--- src/tti_pkg.sv ---
// ----------------------------------------------------------------------------
// tti_pkg
// Shared types, character codes and limits for the text to integer parser.
// ----------------------------------------------------------------------------
package tti_pkg;

    localparam int CHAR_W   = 8;
    localparam int VALUE_W  = 32;
    localparam int STATUS_W = 2;
    localparam int END_W    = 16;
    localparam int BASE_W   = 6;
    localparam int DIGIT_W  = 6;
    localparam int PROD_W   = VALUE_W + BASE_W;

    typedef enum logic [2:0] {
        PH_SPACE,
        PH_FIRST,
        PH_ZERO,
        PH_PREFIX,
        PH_DIGITS,
        PH_DONE
    } t_phase;

    typedef enum logic [1:0] {
        DS_NONE,
        DS_OK,
        DS_OVER
    } t_digit_state;

    typedef enum logic [STATUS_W-1:0] {
        ST_OK      = 2'd0,
        ST_RANGE   = 2'd1,
        ST_INVALID = 2'd2
    } t_status;

    localparam logic [BASE_W-1:0] BASE_RESET = 6'd10;
    localparam logic [BASE_W-1:0] BASE_AUTO  = 6'd0;
    localparam logic [BASE_W-1:0] BASE_OCTAL = 6'd8;
    localparam logic [BASE_W-1:0] BASE_DEC   = 6'd10;
    localparam logic [BASE_W-1:0] BASE_HEX   = 6'd16;
    localparam logic [BASE_W-1:0] BASE_MIN   = 6'd2;
    localparam logic [BASE_W-1:0] BASE_MAX   = 6'd36;

    // digit value of anything that is not alphanumeric, above every legal base
    localparam logic [DIGIT_W-1:0] DIGIT_NONE = '1;
    localparam logic [CHAR_W-1:0]  LETTER_OFS = 8'd10;

    localparam logic [CHAR_W-1:0] CH_NUL   = 8'h00;
    localparam logic [CHAR_W-1:0] CH_TAB   = 8'h09;
    localparam logic [CHAR_W-1:0] CH_CR    = 8'h0D;
    localparam logic [CHAR_W-1:0] CH_SPACE = 8'h20;
    localparam logic [CHAR_W-1:0] CH_PLUS  = 8'h2B;
    localparam logic [CHAR_W-1:0] CH_MINUS = 8'h2D;
    localparam logic [CHAR_W-1:0] CH_0     = 8'h30;
    localparam logic [CHAR_W-1:0] CH_9     = 8'h39;
    localparam logic [CHAR_W-1:0] CH_UA    = 8'h41;
    localparam logic [CHAR_W-1:0] CH_UF    = 8'h46;
    localparam logic [CHAR_W-1:0] CH_UX    = 8'h58;
    localparam logic [CHAR_W-1:0] CH_UZ    = 8'h5A;
    localparam logic [CHAR_W-1:0] CH_LA    = 8'h61;
    localparam logic [CHAR_W-1:0] CH_LF    = 8'h66;
    localparam logic [CHAR_W-1:0] CH_LX    = 8'h78;
    localparam logic [CHAR_W-1:0] CH_LZ    = 8'h7A;

    // magnitude limits for positive and negative results
    localparam logic [VALUE_W-1:0] POS_LIMIT = 32'h7FFF_FFFF;
    localparam logic [VALUE_W-1:0] NEG_LIMIT = 32'h8000_0000;

    typedef struct packed {
        logic              valid;
        logic [CHAR_W-1:0] character;
        logic              last;
    } t_in_beat;

    typedef struct packed {
        logic [BASE_W-1:0]  base;
        logic [DIGIT_W-1:0] digit;
        logic [VALUE_W-1:0] acc;
        logic               neg;
        logic               over;
    } t_mac_req;

    typedef struct packed {
        logic               stop;
        logic               over;
        logic [VALUE_W-1:0] acc;
    } t_mac_res;

    function automatic logic f_is_space(input logic [CHAR_W-1:0] c);
        return (c == CH_SPACE) || ((c >= CH_TAB) && (c <= CH_CR));
    endfunction

    function automatic logic f_is_hex(input logic [CHAR_W-1:0] c);
        return ((c >= CH_0) && (c <= CH_9)) || ((c >= CH_UA) && (c <= CH_UF)) ||
               ((c >= CH_LA) && (c <= CH_LF));
    endfunction

    function automatic logic [DIGIT_W-1:0] f_char_value(input logic [CHAR_W-1:0] c);
        logic [DIGIT_W-1:0] v;
        v = DIGIT_NONE;
        if ((c >= CH_0) && (c <= CH_9)) begin
            v = DIGIT_W'(c - CH_0);
        end else if ((c >= CH_UA) && (c <= CH_UZ)) begin
            v = DIGIT_W'(c - CH_UA + LETTER_OFS);
        end else if ((c >= CH_LA) && (c <= CH_LZ)) begin
            v = DIGIT_W'(c - CH_LA + LETTER_OFS);
        end
        return v;
    endfunction

endpackage

--- src/text_to_signed_integer_core.sv ---
// ----------------------------------------------------------------------------
// text_to_signed_integer_core
// Streaming strtol-style parser of a text string into a signed 32-bit value.
// ----------------------------------------------------------------------------
// One character beat is taken per clock unless a last beat waits for the
// result register, with no gaps between strings. A beat lands in the input
// register, from which the parse state is updated by one multiply-add of the
// accumulator by the active base plus a limit compare; that single step per
// character sets the rate. The beat marked last behaves as if a NUL followed
// it and produces one result beat, written to the result register when the
// parser takes that character and held there while the result side stalls.
// The input side keeps accepting while a finished result waits; only a
// further last beat waits for the result register to drain. number_base is
// sampled at the first character after the optional sign, so a write
// affects the next string. There is no clearing pass after reset. Status:
// 0 ok, 1 saturated out of range, 2 invalid or no digits (value 0, end
// index 0). The end index saturates at MAX_POSITION and its low 16 bits
// are shown.
// ----------------------------------------------------------------------------
module text_to_signed_integer_core
    import tti_pkg::*;
#(
    parameter longint unsigned MAX_POSITION = 65535
) (
    input  logic                      i_clk,
    input  logic                      i_rst_n,

    // character beats
    input  logic                      i_in_valid,
    output logic                      o_in_ready,
    input  logic [CHAR_W-1:0]         i_character,
    input  logic                      i_last,

    // result beats
    output logic                      o_out_valid,
    input  logic                      i_out_ready,
    output logic signed [VALUE_W-1:0] o_value,
    output logic [STATUS_W-1:0]       o_status,
    output logic [END_W-1:0]          o_end_index,

    // number base register write
    input  logic                      i_cfg_valid,
    output logic                      o_cfg_ready,
    input  logic [BASE_W-1:0]         i_cfg_number_base
);

    logic [BASE_W-1:0] r_number_base;
    t_in_beat          beat;
    logic              take;

    // config register, always writable
    assign o_cfg_ready = 1'b1;

    always_ff @(posedge i_clk) begin
        if (!i_rst_n) begin
            r_number_base <= BASE_RESET;
        end else if (i_cfg_valid && o_cfg_ready) begin
            r_number_base <= i_cfg_number_base;
        end
    end

    // input register
    tti_in_stage u_in_stage (
        .i_clk       (i_clk),
        .i_rst_n     (i_rst_n),
        .i_in_valid  (i_in_valid),
        .o_in_ready  (o_in_ready),
        .i_character (i_character),
        .i_last      (i_last),
        .i_take      (take),
        .o_beat      (beat)
    );

    // parse step and result register
    tti_parser #(
        .MAX_POSITION (MAX_POSITION)
    ) u_parser (
        .i_clk         (i_clk),
        .i_rst_n       (i_rst_n),
        .i_beat        (beat),
        .o_take        (take),
        .i_number_base (r_number_base),
        .o_out_valid   (o_out_valid),
        .i_out_ready   (i_out_ready),
        .o_value       (o_value),
        .o_status      (o_status),
        .o_end_index   (o_end_index)
    );

endmodule

--- src/tti_in_stage.sv ---
// ----------------------------------------------------------------------------
// tti_in_stage
// Input register: holds one character beat until the parser consumes it.
// ----------------------------------------------------------------------------
module tti_in_stage
    import tti_pkg::*;
(
    input  logic              i_clk,
    input  logic              i_rst_n,
    input  logic              i_in_valid,
    output logic              o_in_ready,
    input  logic [CHAR_W-1:0] i_character,
    input  logic              i_last,
    input  logic              i_take,
    output t_in_beat          o_beat
);

    logic              r_valid;
    logic [CHAR_W-1:0] r_character;
    logic              r_last;

    // free, or emptied by the parser in this cycle
    assign o_in_ready = !r_valid || i_take;

    always_ff @(posedge i_clk) begin
        if (!i_rst_n) begin
            r_valid <= 1'b0;
        end else if (o_in_ready) begin
            r_valid <= i_in_valid;
        end
    end

    always_ff @(posedge i_clk) begin
        if (i_in_valid && o_in_ready) begin
            r_character <= i_character;
            r_last      <= i_last;
        end
    end

    assign o_beat.valid     = r_valid;
    assign o_beat.character = r_character;
    assign o_beat.last      = r_last;

endmodule

--- src/tti_digit_acc.sv ---
// ----------------------------------------------------------------------------
// tti_digit_acc
// One digit step: accumulator times base plus digit, with saturation check.
// ----------------------------------------------------------------------------
module tti_digit_acc
    import tti_pkg::*;
(
    input  t_mac_req i_req,
    output t_mac_res o_res
);

    logic [PROD_W-1:0] prod;
    logic [PROD_W-1:0] sum;
    logic [PROD_W-1:0] limit;
    logic              over;

    always_comb begin
        prod  = PROD_W'(i_req.acc) * PROD_W'(i_req.base);
        sum   = prod + PROD_W'(i_req.digit);
        limit = i_req.neg ? PROD_W'(NEG_LIMIT) : PROD_W'(POS_LIMIT);
        // once saturated the accumulator is frozen
        over  = i_req.over || (sum > limit);

        o_res.stop = (i_req.digit >= i_req.base);
        o_res.over = over;
        o_res.acc  = over ? i_req.acc : sum[VALUE_W-1:0];
    end

endmodule

--- src/tti_parser.sv ---
// ----------------------------------------------------------------------------
// tti_parser
// Parse state, per-character update and the result register.
// ----------------------------------------------------------------------------
module tti_parser
    import tti_pkg::*;
#(
    parameter longint unsigned MAX_POSITION = 65535
) (
    input  logic                      i_clk,
    input  logic                      i_rst_n,
    input  t_in_beat                  i_beat,
    output logic                      o_take,
    input  logic [BASE_W-1:0]         i_number_base,
    output logic                      o_out_valid,
    input  logic                      i_out_ready,
    output logic signed [VALUE_W-1:0] o_value,
    output logic [STATUS_W-1:0]       o_status,
    output logic [END_W-1:0]          o_end_index
);

    localparam int              POS_W   = $clog2(MAX_POSITION + 64'd1);
    localparam logic [POS_W-1:0] POS_MAX = POS_W'(MAX_POSITION);

    // parse state
    t_phase             r_phase,  n_phase;
    logic [VALUE_W-1:0] r_acc,    n_acc;
    logic               r_neg,    n_neg;
    t_digit_state       r_ds,     n_ds;
    logic [BASE_W-1:0]  r_base,   n_base;
    logic [POS_W-1:0]   r_pos,    n_pos;
    logic [POS_W-1:0]   r_stop,   n_stop;

    // result register
    logic               r_out_valid;
    t_digit_state       r_res_ds;
    logic               r_res_neg;
    logic [VALUE_W-1:0] r_res_acc;
    logic [POS_W-1:0]   r_res_stop;

    logic               take;
    logic               finish;
    logic [CHAR_W-1:0]  ch;
    logic               ch_space;
    logic               ch_hex;
    logic               ch_x;
    logic               ch_sign;
    logic [DIGIT_W-1:0] ch_digit;
    logic               first_zero;
    logic               first_bad;
    logic [BASE_W-1:0]  first_base;
    logic [BASE_W-1:0]  zero_base;
    t_phase             first_phase;
    logic               take_first;
    logic               take_digit;
    t_digit_state       ds_pre;
    t_digit_state       fin_ds;
    logic [POS_W-1:0]   fin_stop;
    t_mac_req           mac_req;
    t_mac_res           mac_res;

    // a last beat needs the result register free or draining
    assign take   = i_beat.valid && (!i_beat.last || !r_out_valid || i_out_ready);
    assign finish = take && i_beat.last;
    assign o_take = take;

    assign ch       = i_beat.character;
    assign ch_space = f_is_space(ch);
    assign ch_hex   = f_is_hex(ch);
    assign ch_x     = (ch == CH_UX) || (ch == CH_LX);
    assign ch_sign  = (ch == CH_PLUS) || (ch == CH_MINUS);
    assign ch_digit = f_char_value(ch);

    assign first_zero = ((i_number_base == BASE_AUTO) || (i_number_base == BASE_HEX)) &&
                        (ch == CH_0);
    assign first_base = (i_number_base == BASE_AUTO) ? BASE_DEC : i_number_base;
    assign first_bad  = (first_base < BASE_MIN) || (first_base > BASE_MAX);
    assign zero_base  = (r_base == BASE_AUTO) ? BASE_OCTAL : r_base;

    always_comb begin
        mac_req.digit = ch_digit;
        mac_req.acc   = r_acc;
        mac_req.neg   = r_neg;
        mac_req.over  = (r_ds == DS_OVER);
        case (r_phase) inside
            PH_SPACE, PH_FIRST: mac_req.base = first_base;
            PH_ZERO:            mac_req.base = zero_base;
            PH_PREFIX:          mac_req.base = BASE_HEX;
            default:            mac_req.base = r_base;
        endcase
    end

    tti_digit_acc u_digit_acc (
        .i_req (mac_req),
        .o_res (mac_res)
    );

    always_comb begin
        if (first_zero) begin
            first_phase = PH_ZERO;
        end else if (first_bad || mac_res.stop) begin
            first_phase = PH_DONE;
        end else begin
            first_phase = PH_DIGITS;
        end
    end

    // next phase
    always_comb begin
        n_phase = r_phase;
        unique case (r_phase)
            PH_SPACE: begin
                if (ch_sign) begin
                    n_phase = PH_FIRST;
                end else if (!ch_space) begin
                    n_phase = first_phase;
                end
            end
            PH_FIRST: n_phase = first_phase;
            PH_ZERO: begin
                if (ch_x) begin
                    n_phase = PH_PREFIX;
                end else begin
                    n_phase = mac_res.stop ? PH_DONE : PH_DIGITS;
                end
            end
            PH_PREFIX: begin
                n_phase = (ch_hex && !mac_res.stop) ? PH_DIGITS : PH_DONE;
            end
            PH_DIGITS: begin
                if (mac_res.stop) begin
                    n_phase = PH_DONE;
                end
            end
            PH_DONE: n_phase = PH_DONE;
            default: n_phase = PH_DONE;
        endcase
        // a NUL ends the string here
        if (ch == CH_NUL) begin
            n_phase = PH_DONE;
        end
    end

    // datapath update
    always_comb begin
        n_acc      = r_acc;
        n_neg      = r_neg;
        n_ds       = r_ds;
        n_base     = r_base;
        n_stop     = r_stop;
        ds_pre     = r_ds;
        take_first = 1'b0;
        take_digit = 1'b0;
        unique case (r_phase)
            PH_SPACE: begin
                if (ch == CH_MINUS) begin
                    n_neg = 1'b1;
                end else if (!ch_space && (ch != CH_PLUS)) begin
                    take_first = 1'b1;
                end
            end
            PH_FIRST: take_first = 1'b1;
            PH_ZERO: begin
                if (ch_x) begin
                    n_stop = r_pos;
                end else begin
                    // the leading zero counts as a digit
                    n_base     = zero_base;
                    n_ds       = DS_OK;
                    ds_pre     = DS_OK;
                    take_digit = 1'b1;
                end
            end
            PH_PREFIX: begin
                if (ch_hex) begin
                    n_base     = BASE_HEX;
                    take_digit = 1'b1;
                end else begin
                    // prefix without hex digit: only the zero converts
                    n_base = zero_base;
                    n_acc  = '0;
                    n_ds   = DS_OK;
                end
            end
            PH_DIGITS: take_digit = 1'b1;
            PH_DONE: take_digit = 1'b0;
            default: take_digit = 1'b0;
        endcase
        if (take_first) begin
            if (first_zero) begin
                n_base = i_number_base;
            end else begin
                n_base     = first_base;
                take_digit = !first_bad;
            end
        end
        if (take_digit) begin
            if (mac_res.stop) begin
                n_stop = r_pos;
                n_ds   = ds_pre;
            end else begin
                n_acc = mac_res.acc;
                n_ds  = mac_res.over ? DS_OVER : DS_OK;
            end
        end
    end

    assign n_pos = (r_pos < POS_MAX) ? (r_pos + POS_W'(1)) : r_pos;

    // effect of the implied NUL after the last beat
    always_comb begin
        fin_ds   = n_ds;
        fin_stop = n_stop;
        case (n_phase)
            PH_ZERO: begin
                fin_ds   = DS_OK;
                fin_stop = n_pos;
            end
            PH_PREFIX: fin_ds = DS_OK;
            PH_DIGITS: fin_stop = n_pos;
            default: fin_ds = n_ds;
        endcase
    end

    always_ff @(posedge i_clk) begin
        if (!i_rst_n || finish) begin
            r_phase <= PH_SPACE;
            r_acc   <= '0;
            r_neg   <= 1'b0;
            r_ds    <= DS_NONE;
            r_base  <= BASE_AUTO;
            r_pos   <= '0;
            r_stop  <= '0;
        end else if (take) begin
            r_phase <= n_phase;
            r_acc   <= n_acc;
            r_neg   <= n_neg;
            r_ds    <= n_ds;
            r_base  <= n_base;
            r_pos   <= n_pos;
            r_stop  <= n_stop;
        end
    end

    always_ff @(posedge i_clk) begin
        if (!i_rst_n) begin
            r_out_valid <= 1'b0;
        end else begin
            r_out_valid <= finish || (r_out_valid && !i_out_ready);
        end
    end

    always_ff @(posedge i_clk) begin
        if (finish) begin
            r_res_ds   <= fin_ds;
            r_res_neg  <= n_neg;
            r_res_acc  <= n_acc;
            r_res_stop <= fin_stop;
        end
    end

    assign o_out_valid = r_out_valid;

    always_comb begin
        case (r_res_ds)
            DS_OVER: begin
                o_value     = r_res_neg ? NEG_LIMIT : POS_LIMIT;
                o_status    = ST_RANGE;
                o_end_index = END_W'(r_res_stop);
            end
            DS_OK: begin
                o_value     = r_res_neg ? (-r_res_acc) : r_res_acc;
                o_status    = ST_OK;
                o_end_index = END_W'(r_res_stop);
            end
            default: begin
                o_value     = '0;
                o_status    = ST_INVALID;
                o_end_index = '0;
            end
        endcase
    end

    a_clear_after_last: assert property (@(posedge i_clk) disable iff (!i_rst_n)
        finish |=> (r_phase == PH_SPACE) && (r_pos == '0) && (r_ds == DS_NONE))
        else $error("parse state not cleared after last beat");

    a_over_phase: assert property (@(posedge i_clk) disable iff (!i_rst_n)
        (r_ds == DS_OVER) |-> ((r_phase == PH_DIGITS) || (r_phase == PH_DONE)))
        else $error("overflow flagged outside digit phase");

    a_digit_base: assert property (@(posedge i_clk) disable iff (!i_rst_n)
        (r_phase == PH_DIGITS) |-> ((r_base >= BASE_MIN) && (r_base <= BASE_MAX)))
        else $error("digit phase with illegal base");

    a_pos_limit: assert property (@(posedge i_clk) disable iff (!i_rst_n)
        (r_pos <= POS_MAX) && (r_stop <= r_pos))
        else $error("position out of range");

endmodule
--- config.mk ---
export PLATFORM = sky130hd
export DESIGN_NAME = text_to_signed_integer_core
export DESIGN_NICKNAME = d
export VERILOG_FILES = /design/src/tti_pkg.sv /design/src/text_to_signed_integer_core.sv /design/src/tti_in_stage.sv /design/src/tti_digit_acc.sv /design/src/tti_parser.sv
export SDC_FILE = /design/constraint.sdc
export NUM_CORES = 1
export LEC_CHECK = 0
export BUFFER_PORTS_ARGS = -buffer_cell sky130_fd_sc_hd__buf_2
export CELL_PAD_IN_SITES_DETAIL_PLACEMENT = 1
export CELL_PAD_IN_SITES_GLOBAL_PLACEMENT = 2
export CORE_MARGIN = 4
export CORE_UTILIZATION = 43
export CTS_CLUSTER_SIZE = 14
export DETAILED_ROUTE_END_ITERATION = 10
export GPL_ROUTABILITY_DRIVEN = 0
export PLACE_DENSITY = 0.95
export SYNTH_ARGS = -nofsm -noshare
export SYNTH_HDL_FRONTEND = slang
export SYNTH_SLANG_ARGS = --single-unit
export TNS_END_PERCENT = 1
--- constraint.sdc ---
create_clock -name i_clk -period 25.6 [get_ports i_clk]
set_clock_uncertainty 0.05 [all_clocks]
set_input_delay 2.56 -clock i_clk [delete_from_list [all_inputs] [get_ports i_clk]]
set_output_delay 2.56 -clock i_clk [all_outputs]
set_load 0.005 [all_outputs]
==> flow_summary_export.csv <==
group,metric,value,unit
synth,yosysMostFrequentCell,"nand2_1",
synth,ys_ff_latch,144,
route,firstDrtPassIters,5,
power_and_ir_drop,finalPower,0.687,mW
clock_tree,clk_pin_slew_worst_paths,0.07,ns
setup_path,crit_fanout,33,
clock_tree,cts-buffers-inserted,17,
die,core-area,37600,um2
clock_tree,cts_buffer_depth,2,
die,rows,71,
timing,setup_viol,0,
route,vias,14800,
synth,synth_area_leaders,"fa_1 (15%), edfxtp_1 (11%), dfxtp_1 (10%), ha_1 (10%), and2_1 (5.6%)",
job,cap_violations,0,
synth,yosys_warnings,0,
synth,synth_top_cell_by_area,"fa_1",
route,totalWireLength,50.8,mm
synth,synth_common_cells,"nand2_1 (160), nor2_1 (156), and2_1 (146)",
grt,grt_overflow,0,
cells_and_area,final_layout_size_suffix_gt1_share,8.23,%
die,dieArea,41100,um2
die,pin_count,73,
grt,grt_max_degree,74,
power_and_ir_drop,p_per_area,39.2,nW/um2
setup_path,cpMaxStageDelayCell,"and4_1",
die,die_h,203,um
clock_tree,postCtsSetupBuffers,0,
setup_path,crit_required,25.89,ns
setup_path,critPathLaunchType,"flip-flop",
cells_and_area,n_antenna_cell,0,
synth,syn_area_per_cell,8.34,um2
clock_tree,cts_hold_buffers,0,
synth,synth_nets,2233,
timing,rsz0062_at_grt,"false",
cells_and_area,num-nets-final,2209,
synth,ys.flop_type,"dfxtp_1",
synth,yosysUniqueCellTypes,83,
cells_and_area,design_area,17500,um2
clock_tree,root_buffer,"clkbuf_16",
grt,grt_pass1_vias,16000,
clock_tree,clock_latency,0.45,ns
timing,worst_slew_pin_slew,1.19,ns
timing,tns,0,ns
timing,relSlewSlack,20.3,%
synth,syn-cell-area,16300,um2
clock_tree,htree_num_levels,4,
synth,seq_area_frac_synth,21.4,%
clock_tree,cts_resized,0,
synth,synthCells,1955,
cells_and_area,syn_to_final_growth,7.49,%
power_and_ir_drop,p_leak,8.01,nW
placement,dpl_cell_area,16900,um2
clock_tree,cts_tree,"built",
setup_path,crit_arrival,11.24,ns
die,die_x,203,um
route,drc,0,
route,antenna_left,0,
power_and_ir_drop,ir_worst_vdd,0.0412,mV
synth,synthArstFlopShare,0,%
run_status,status,"finished clean",
die,initial_core_util,43.4,%
timing,hold_violations,0,
grt,antenna_found_initial,1,
timing,finalMaxSlewViolations,0,
grt,grt_pass1_wl,84.4,mm
timing,timing.final.crit_share,42.8,%
route,wl_per_cell,20.7,um
timing,max_freq,91.3,MHz
route,first_iter_violations,877,
route,vias_per_cell,6.03,
synth,synth-edff-count,60,
setup_path,worstSetupPathType,"reg -> reg",
timing,period_needed,10.95,ns
placement,portBuffers,71,
cells_and_area,num-fill-cells,4505,
grt,grt_usage,24.9,%
clock_tree,cts_sinks,144,
placement,hpwl,37.3,mm
timing,hold_slack,0.430,ns
setup_path,max_stage_delay,0.86,ns
synth,synth_top_area_share,15.2,%
worst_hold_path,hp-class,"reg -> reg",
setup_path,crit_path_end_kind,"flip-flop",
==> worst paths after layout <==
kind / slack [ns] / cells past startpoint / end / startpoint
max reg2reg: 14.65 / 33 / u_parser.r_acc[26] / r_number_base[2]
max: 14.65 / 33 / u_parser.r_acc[26] / r_number_base[2]
min: 0.43 / 2 / u_parser.r_base[1] / u_parser.r_base[1]
min reg2reg: 0.43 / 2 / u_parser.r_base[1] / u_parser.r_base[1]
==> through the flow <==
step	util, %	setup WS, ns	cells
5_1_grt	46.6	14.00	2455
4_1_cts	46.6	14.73	2455
2_1_floorplan	-	16.94	1955
3_3_place_gp	45.0	15.28	2423
3_5_place_dp	45.0	14.76	2423
6_report	46.6	14.65	2455
==> sequential cells by signal, summed over array words and instances (netlist names) <==
signal and cells:
u_parser.r_res_ds 2, r_number_base 6, u_parser.r_base 6, u_parser.r_res_stop 16, u_in_stage.r_valid 1, u_parser.r_res_acc 32, u_parser.r_pos 16, u_parser.r_acc 32
u_parser.o_out_valid 1, u_parser.r_phase 3, u_parser.r_res_neg 1, u_in_stage.r_last 1, u_in_stage.r_character 8, u_parser.r_ds 2, u_parser.r_stop 16, u_parser.r_neg 1
==> power breakdown <==
group	switching (mW)	internal, mW
Combinational	0.103	0.0548
Sequential	0.0115	0.248
Clock	0.124	0.146
Total	0.238	0.449
==> kinds of logic after synthesis <==
group | synth area share (%)
XOR/XNOR | 2.15
flip-flops | 21.4
multiplexers | 2.24
other | 0.0230
adder cells (fa/ha/maj) | 25.5
buffers and inverters | 6.47
AO/OA/AOI/OAI | 18.0
AND/OR/NAND/NOR | 24.2
==> worst max-delay path, delay by kind of cell (launching register included) <==
family | cells | cell delay [ns]
buffers and inverters | 5 | 0.62
xor gates and xnor gates | 1 | 0.33
and+or+nand+nor | 10 | 3.97
DFF | 1 | 0.36
adders and majority gates | 6 | 2.73
AOI/OAI and AO/OA | 11 | 2.80
==> per-layer routing <==
metal	wire [um]	GRT usage [%]	up-vias	part of all wire, %
met4	1110	6.30	0	2.2
met3	2560	3.16	88	5.0
li1	-	-	6851	-
met1	21900	32.1	7446	43
met2	25300	44.3	410	50
met5	0	0	-	0
==> final cells by class <==
class                   count  area, um2  share of cell area (%)
clock buffers              19        454                    2.59
clock inverters            13        153                   0.871
inverters                 141        529                    3.02
multi-input cells        1539      11800                    67.2
flip-flops and latches    144       3480                    19.9
well taps                 511        639                    3.65
repair buffers             88        483                    2.76
==> cell usage in the layout (no fill, tap or decap), types with 25 or more instances in the layout <==
master	instances
o211ai_1	33
dfxtp_1	84
nand2_1	160
edfxtp_1	60
nand3_1	71
buf_2	71
inv_1	140
nand4_1	73
nor2b_1	31
o21ai_0	82
fa_1	124
a22o_1	32
mux2i_1	32
a21oi_1	135
nor2_1	155
and2_1	146
nor3_1	26
ha_1	132
nand2b_1	25
Note: power is estimated with default switching activity, not from simulation.
